===== src/rtl/adeq_pkg.sv =====
// ----------------------------------------------------------------------------
// adeq_pkg
// Shared widths, command and status codes for the array double-ended queue.
// ----------------------------------------------------------------------------
package adeq_pkg;

  localparam int unsigned DEPTH_DEF = 16;
  localparam int unsigned DATA_W    = 32;
  localparam int unsigned CMD_W     = 3;
  localparam int unsigned STAT_W    = 3;

  typedef enum logic [CMD_W-1:0] {
    CMD_INS_FRONT = 3'd0,
    CMD_INS_REAR  = 3'd1,
    CMD_DEL_FRONT = 3'd2,
    CMD_DEL_REAR  = 3'd3,
    CMD_LIST      = 3'd4
  } cmd_e;

  typedef enum logic [STAT_W-1:0] {
    STAT_DONE          = 3'd0,
    STAT_FRONT_BLOCKED = 3'd1,
    STAT_REAR_FULL     = 3'd2,
    STAT_EMPTY         = 3'd3,
    STAT_LISTED        = 3'd4
  } status_e;

endpackage


===== src/rtl/array_double_ended_queue.sv =====
// ----------------------------------------------------------------------------
// array_double_ended_queue
// Double-ended queue held in a linear array with front and rear indices.
// ----------------------------------------------------------------------------
// Usage: commands enter on the slave stream (tuser carries the command, tdata
// the value to insert); results leave on the master stream (tuser carries the
// status, tdata the deleted or listed item, tlast marks the final result of a
// command). Every command except an unknown code yields at least one result.
// Inserts, refusals and empty answers appear in the cycle after acceptance,
// and a new item is taken every cycle while the output register is free. A
// delete reads the entry store, whose read port is registered, so its result
// passes through the read data register and then the output register, and the
// block takes no new item until that result is loaded. A listing makes one
// read per item through the same memory port, overlapped with the output of
// the previous item. Reset sets both indices to minus one
// (empty, never used) and empties the output register; the entry store is
// not cleared, so no clearing pass is needed. When the receiver stalls, the
// result stays in the output register and the block holds: it takes no new
// item and issues no further list read until the output register frees up.
// ----------------------------------------------------------------------------
module array_double_ended_queue #(
  parameter int unsigned DEPTH = adeq_pkg::DEPTH_DEF
) (
  input  logic                         clk_i,
  input  logic                         rst_ni,
  // slave stream
  input  logic                         s_axis_tvalid,
  output logic                         s_axis_tready,
  input  logic [adeq_pkg::DATA_W-1:0]  s_axis_tdata,  // [31:0] value
  input  logic [adeq_pkg::CMD_W-1:0]   s_axis_tuser,  // [2:0] command
  // master stream
  output logic                         m_axis_tvalid,
  input  logic                         m_axis_tready,
  output logic [adeq_pkg::DATA_W-1:0]  m_axis_tdata,  // [31:0] item
  output logic [adeq_pkg::STAT_W-1:0]  m_axis_tuser,  // [2:0] status
  output logic                         m_axis_tlast
);

  import adeq_pkg::*;

  // Address width and signed index width (index spans minus one to DEPTH)
  localparam int unsigned AW = (DEPTH > 1) ? $clog2(DEPTH) : 1;
  localparam int unsigned IW = $clog2(DEPTH + 1) + 1;

  localparam logic signed [IW-1:0] MINUS_ONE = '1;
  localparam logic signed [IW-1:0] IDX_ZERO  = '0;
  localparam logic signed [IW-1:0] IDX_ONE   = IW'(1);
  localparam logic signed [IW-1:0] TOP_IDX   = IW'(DEPTH - 1);

  // Sequencer states
  localparam logic [1:0] ST_IDLE = 2'd0;  // take commands
  localparam logic [1:0] ST_DEL  = 2'd1;  // deleted item arriving from memory
  localparam logic [1:0] ST_LIST = 2'd2;  // stream entries front to rear

  logic [1:0] state_q, state_d;

  logic signed [IW-1:0] front_q, front_d;
  logic signed [IW-1:0] rear_q, rear_d;
  logic [AW-1:0]        ptr_q, ptr_d;

  // Output register
  logic              out_valid_q;
  logic [DATA_W-1:0] out_item_q;
  logic [STAT_W-1:0] out_stat_q;
  logic              out_last_q;

  logic              out_load;
  logic [DATA_W-1:0] out_item;
  status_e           out_stat;
  logic              out_last;
  logic              out_free;

  // Memory port
  logic              mem_we;
  logic [AW-1:0]     mem_waddr;
  logic              mem_re;
  logic [AW-1:0]     mem_raddr;
  logic [DATA_W-1:0] mem_rdata;

  logic                 accept;
  logic                 empty_front;
  logic                 empty_rear;
  logic                 empty_list;
  logic                 list_end;
  logic signed [IW-1:0] front_dec;
  logic signed [IW-1:0] front_inc;
  logic signed [IW-1:0] rear_inc;
  logic signed [IW-1:0] rear_dec;

  adeq_mem #(
    .DEPTH  (DEPTH),
    .DATA_W (DATA_W)
  ) u_mem (
    .clk_i   (clk_i),
    .we_i    (mem_we),
    .waddr_i (mem_waddr),
    .wdata_i (s_axis_tdata),
    .re_i    (mem_re),
    .raddr_i (mem_raddr),
    .rdata_o (mem_rdata)
  );

  // The output slot is free when empty or being taken this cycle
  assign out_free      = !out_valid_q || m_axis_tready;
  assign s_axis_tready = (state_q == ST_IDLE) && out_free;
  assign accept        = s_axis_tvalid && s_axis_tready;

  assign front_dec = front_q - IDX_ONE;
  assign front_inc = front_q + IDX_ONE;
  assign rear_inc  = rear_q + IDX_ONE;
  assign rear_dec  = rear_q - IDX_ONE;

  // Empty tests, signed compares on the indices
  assign empty_front = (front_q == MINUS_ONE) || (front_q > rear_q);
  assign empty_rear  = (rear_q == MINUS_ONE) || (front_q > rear_q);
  assign empty_list  = (rear_q == MINUS_ONE) || (front_q < IDX_ZERO) || (front_q > rear_q);
  assign list_end    = (ptr_q == rear_q[AW-1:0]);

  always_comb begin
    state_d   = state_q;
    front_d   = front_q;
    rear_d    = rear_q;
    ptr_d     = ptr_q;
    out_load  = 1'b0;
    out_item  = '0;
    out_stat  = STAT_DONE;
    out_last  = 1'b1;
    mem_we    = 1'b0;
    mem_waddr = '0;
    mem_re    = 1'b0;
    mem_raddr = '0;

    unique case (state_q)
      ST_IDLE: begin
        if (accept) begin
          case (s_axis_tuser)
            CMD_INS_FRONT: begin
              out_load = 1'b1;
              if (front_q == IDX_ZERO) begin
                out_stat = STAT_FRONT_BLOCKED;
              end else if (front_q == MINUS_ONE) begin
                // First use: both ends land on entry zero
                front_d   = IDX_ZERO;
                rear_d    = IDX_ZERO;
                mem_we    = 1'b1;
                mem_waddr = '0;
              end else begin
                front_d   = front_dec;
                mem_we    = 1'b1;
                mem_waddr = front_dec[AW-1:0];
              end
            end
            CMD_INS_REAR: begin
              out_load = 1'b1;
              if (rear_q >= TOP_IDX) begin
                out_stat = STAT_REAR_FULL;
              end else begin
                rear_d    = rear_inc;
                mem_we    = 1'b1;
                mem_waddr = rear_inc[AW-1:0];
                if (front_q == MINUS_ONE) begin
                  front_d = IDX_ZERO;
                end
              end
            end
            CMD_DEL_FRONT: begin
              if (empty_front) begin
                out_load = 1'b1;
                out_stat = STAT_EMPTY;
              end else begin
                mem_re    = 1'b1;
                mem_raddr = front_q[AW-1:0];
                front_d   = front_inc;
                state_d   = ST_DEL;
              end
            end
            CMD_DEL_REAR: begin
              if (empty_rear) begin
                out_load = 1'b1;
                out_stat = STAT_EMPTY;
              end else begin
                mem_re    = 1'b1;
                mem_raddr = rear_q[AW-1:0];
                rear_d    = rear_dec;
                state_d   = ST_DEL;
              end
            end
            CMD_LIST: begin
              if (empty_list) begin
                out_load = 1'b1;
                out_stat = STAT_EMPTY;
              end else begin
                mem_re    = 1'b1;
                mem_raddr = front_q[AW-1:0];
                ptr_d     = front_q[AW-1:0];
                state_d   = ST_LIST;
              end
            end
            default: begin
              // Unknown command: drop without a result
            end
          endcase
        end
      end
      ST_DEL: begin
        if (out_free) begin
          out_load = 1'b1;
          out_item = mem_rdata;
          state_d  = ST_IDLE;
        end
      end
      ST_LIST: begin
        // Load the current entry and fetch the next one in the same cycle
        if (out_free) begin
          out_load = 1'b1;
          out_stat = STAT_LISTED;
          out_item = mem_rdata;
          out_last = list_end;
          if (list_end) begin
            state_d = ST_IDLE;
          end else begin
            mem_re    = 1'b1;
            mem_raddr = ptr_q + AW'(1);
            ptr_d     = ptr_q + AW'(1);
          end
        end
      end
      default: begin
        state_d = ST_IDLE;
      end
    endcase
  end

  always_ff @(posedge clk_i or negedge rst_ni) begin
    if (!rst_ni) begin
      state_q     <= ST_IDLE;
      front_q     <= MINUS_ONE;
      rear_q      <= MINUS_ONE;
      ptr_q       <= '0;
      out_valid_q <= 1'b0;
    end else begin
      state_q <= state_d;
      front_q <= front_d;
      rear_q  <= rear_d;
      ptr_q   <= ptr_d;
      if (out_load) begin
        out_valid_q <= 1'b1;
      end else if (m_axis_tready) begin
        out_valid_q <= 1'b0;
      end
    end
  end

  // Output payload, advanced only when a new result is loaded
  always_ff @(posedge clk_i) begin
    if (out_load) begin
      out_item_q <= out_item;
      out_stat_q <= out_stat;
      out_last_q <= out_last;
    end
  end

  assign m_axis_tvalid = out_valid_q;
  assign m_axis_tdata  = out_item_q;
  assign m_axis_tuser  = out_stat_q;
  assign m_axis_tlast  = out_last_q;

endmodule


===== src/rtl/adeq_mem.sv =====
// ----------------------------------------------------------------------------
// adeq_mem
// Entry store: one write port, one read port, registered read data.
// ----------------------------------------------------------------------------
module adeq_mem #(
  parameter int unsigned DEPTH  = adeq_pkg::DEPTH_DEF,
  parameter int unsigned DATA_W = adeq_pkg::DATA_W,
  localparam int unsigned AW    = (DEPTH > 1) ? $clog2(DEPTH) : 1
) (
  input  logic              clk_i,
  input  logic              we_i,
  input  logic [AW-1:0]     waddr_i,
  input  logic [DATA_W-1:0] wdata_i,
  input  logic              re_i,
  input  logic [AW-1:0]     raddr_i,
  output logic [DATA_W-1:0] rdata_o
);

  logic [DATA_W-1:0] mem_q [DEPTH];
  logic [DATA_W-1:0] rdata_q;

  always_ff @(posedge clk_i) begin
    if (we_i) begin
      mem_q[waddr_i] <= wdata_i;
    end
  end

  // Hold read data until the next read
  always_ff @(posedge clk_i) begin
    if (re_i) begin
      rdata_q <= mem_q[raddr_i];
    end
  end

  assign rdata_o = rdata_q;

endmodule


===== config.mk =====
export PLATFORM = sky130hd
export DESIGN_NAME = array_double_ended_queue
export DESIGN_NICKNAME = d
export VERILOG_FILES = /design/src/rtl/adeq_pkg.sv /design/src/rtl/array_double_ended_queue.sv /design/src/rtl/adeq_mem.sv
export SDC_FILE = /design/constraint.sdc
export NUM_CORES = 1
export LEC_CHECK = 0
export BUFFER_PORTS_ARGS = -buffer_cell sky130_fd_sc_hd__buf_2
export CAP_MARGIN = 20
export CORE_UTILIZATION = 45
export DETAILED_ROUTE_END_ITERATION = 8
export GPL_ROUTABILITY_DRIVEN = 0
export PLACE_DENSITY_LB_ADDON = 0.12
export SLEW_MARGIN = 20
export SYNTH_ARGS = -nofsm -noshare
export SYNTH_HDL_FRONTEND = slang
export SYNTH_SLANG_ARGS = --single-unit

===== constraint.sdc =====
create_clock -name clk_i -period 8 [get_ports clk_i]
set_input_delay 2 -clock clk_i [delete_from_list [all_inputs] [get_ports clk_i]]
set_output_delay 2 -clock clk_i [all_outputs]
set_load 0.02 [all_outputs]

==> metrics.txt <==
run status finished with violations; violated checks design-rule violations; die area 54700 um^2; layout cells sized above 1 0.133; switching portion of total power 0.299; htree depth 2; WL met2 29.0 mm; Core Area 52900 um^2; synthesized area 24200 um^2; Final Critical Period 5790 ps; 1st-iter DRT viols 1242; CP max stage delay 840 ps; synth unique cells 52; final hold violations 0; WHS Path Cells 2; total iterations of the first detailed-routing run 9; dominant cell type by area after synthesis edfxtp_1; net switching power 0.00244 W; total gr overflow 0; Multi-input gate area 5930 um^2; most common flop cell mapped by yosys edfxtp_1; GR Util All Layers 0.229; Max Cap Violations 0; CTS max path bufs 3; hold crit path type flip-flop to flip-flop; PwrDens 300 nW/um^2; mean routed wirelength per cell 25.5 um; DR WL met3 3.13 mm; Final TNS setup 0 ps; Die Wd 234 um; post-synthesis sequential area ratio 0.740; PnR Total Power 0.00816 W; Post-synth EDFFs 580; Comb pwr share 0.203; Max FO, Critical Path 60; slowest cell on the critical path nand2b_2; clk_lat worst skew 630 ps; Leakage 9.33 nW; period utilization 0.724; CTS tree built; input/output buffers 76; top layer in use met5; P_int 0.00572 W; DRC Markers 2; floorplan row count 84; Post-Route M1 WL 27.8 mm; crit end category flip-flop; PostCTS Resize Cnt 0; Slew Limit Fails 0; initial antenna violation count 3; sequential power share 0.474; worst-margin pin slew 1120 ps; clk sinks 599; Req. time, crit path 8360 ps; RSZ-0062 raised after global routing no; Worst EP arrival 6150 ps; Detail Route Antenna Nets 0; FMAX 173 MHz; reg2reg path depth 11; Mapped Nets 1682; kind of critical path input port to flip-flop; nets@finish 1741; DR vias 14391; final setup violation count 0; top post-synthesis cells by area edfxtp_1 72%, nand2_1 3.5%, and3_1 3.5%, a311oi_1 3.5%, a211oi_1 3.1%; Yosys top cell area share 0.720; hpwl dp 32.1 mm; Reg clk slew, reported paths 70 ps; Relative slew margins 0.250; Antenna Cells 0; Seq. cell area 17900 um^2; vias in the first global route 14089; final core occ 0.515; Mean Syn Cell Area 14.9 um^2; CP cell instances buf_2 > nand2b_1 > nor2_1 > a22oi_1 > nor4_1 > a211o_4 > nand2b_2 > buf_4 > o22ai_1 > or4_1; Yosys reg bits 599; Initial Utilization 0.458; largest net degree at the start of global routing 160; Startpoint Class input port; number of fill cells 4423; Die Y 234 um; final WL 61.6 mm; Peak VDD IR 0.211 mV; cts bufs inserted 61; async set-or-reset flop fraction in the synthesized netlist 0.0317; clk_skew 14.0 ps; global-route wire length before repair 91.7 mm; Area Overhead vs Synth 12.5%; vias per cell 5.96; Synthesis Warnings 0; Root Buffer clkbuf_16; cts hold-fix bufs 0; Clk pwr share 0.323; setup bufs post-CTS 0; Syn Inst Count 1628; IO Count 77
==> power by group through the flow <==
stage               Sequential, W  Combinational [W]  Clock [W]
global placement          0.00393            0.00165          0
global route              0.00389            0.00183    0.00279
finish                    0.00387            0.00166    0.00263
CTS                       0.00387            0.00168    0.00268
floorplan                 0.00399           0.000998          0
detailed placement        0.00393            0.00167          0
==> cell type report <==
type	count	area share
inverters	15	0.00207
repair buffers	110	0.0247
clock buffers	77	0.0591
multi-input cells	900	0.218
flip-flops and latches	599	0.658
well taps	688	0.0316
clock inverters	26	0.00667
==> sequential cells by signal (all words and copies together), names as in the netlist <==
signal,count
front_q,6
m_axis_tdata,32
m_axis_tlast,1
m_axis_tuser,3
m_axis_tvalid,1
ptr_q,4
rear_q,6
state_q,2
u_mem.mem_q,512
u_mem.rdata_o,32
==> per-layer routing <==
metal	global-route usage	up-vias
met2	0.365	432
li1	-	6543
met5	0	-
met4	0.0676	4
met3	0.0344	106
met1	0.325	7306
==> critical path: cells and delay by family <==
family	cells	cell delay, ps
buf+inv	2	680
simple gates	5	2400
compound gates	3	1040
==> cells in the mapped netlist, drive strengths merged (2+ instances only) <==
master and count:
and3 135, ha 15, and2 6, o22ai 38, a21oi 23, nor2 37, nor3 9, nand4 4
edfxtp 580, a2111oi 2, nor2b 4, nand2 228, o32ai 2, a311oi 96, a21o 3, o211ai 2
or4 32, or2 6, a211oi 100, a221oi 3, a22oi 2, nand3 14, o21a 2, dfrtp 7
o31ai 6, a211o 3, mux2i 66, or3 2, nor4 4, o21ai 21, a31oi 4, dfstp 12
nand2b 9, inv 15, buf 12, xnor2 11, clkbuf 102
==> cells in the final DEF, fill, tap and decap left out, drive strengths merged, types with 4 or more instances in the layout <==
master / Yosys / layout
mux2i: 66 / 66
and3: 135 / 135
a311oi: 96 / 96
dfstp: 12 / 12
o22ai: 38 / 38
nor4: 4 / 4
or4: 32 / 32
nor2b: 4 / 4
a21oi: 23 / 23
a211oi: 100 / 100
clkbuf: 102 / 77
xnor2: 11 / 11
nor2: 37 / 37
nand3: 14 / 14
o21ai: 21 / 21
and2: 6 / 6
nor3: 9 / 9
buf: 12 / 110
ha: 15 / 15
nand2: 228 / 228
nand2b: 9 / 9
inv: 15 / 16
a31oi: 4 / 4
dfrtp: 7 / 7
clkinv: 0 / 22
nand4: 4 / 4
or2: 6 / 6
edfxtp: 580 / 580
o31ai: 6 / 6
==> path summary, 6_finish.rpt <==
kind,from,endpoint,slack [ps]
min in group asynchronous,rst_ni,m_axis_tvalid$_DFFE_PN0P_,1330
hold reg to reg,rear_q[4]$_DFFE_PN1P_,rear_q[4]$_DFFE_PN1P_,530
max in group asynchronous,rst_ni,front_q[5]$_DFFE_PN1P_,6300
setup reg to reg,rear_q[3]$_DFFE_PN1P_,u_mem.rdata_o[18]$_DFFE_PP_,2590
setup / recovery,s_axis_tuser[1],u_mem.rdata_o[18]$_DFFE_PP_,2210
hold / removal,rear_q[4]$_DFFE_PN1P_,rear_q[4]$_DFFE_PN1P_,530
==> per-stage QoR <==
step	std cells	hold slack [ps]	worst slack (ps)	instance area, um^2
2_1_floorplan	1628	490	2860	24200
3_3_place_gp	2312	511	1670	25400
3_5_place_dp	2312	526	1560	25400
4_1_cts	2415	532	2210	27200
5_1_grt	2415	568	1930	27200
6_report	2415	531	2210	27200
==> kinds of logic after synthesis <==
family,after synthesis,share of synthesized area
xor+xnor,12,0.00434
fa+ha+maj,15,0.00776
simple gates,491,0.100
flops,599,0.740
mux,66,0.0273
buf+inv,129,0.0215
compound gates,316,0.0985
Power figures use the tool's default switching activity.
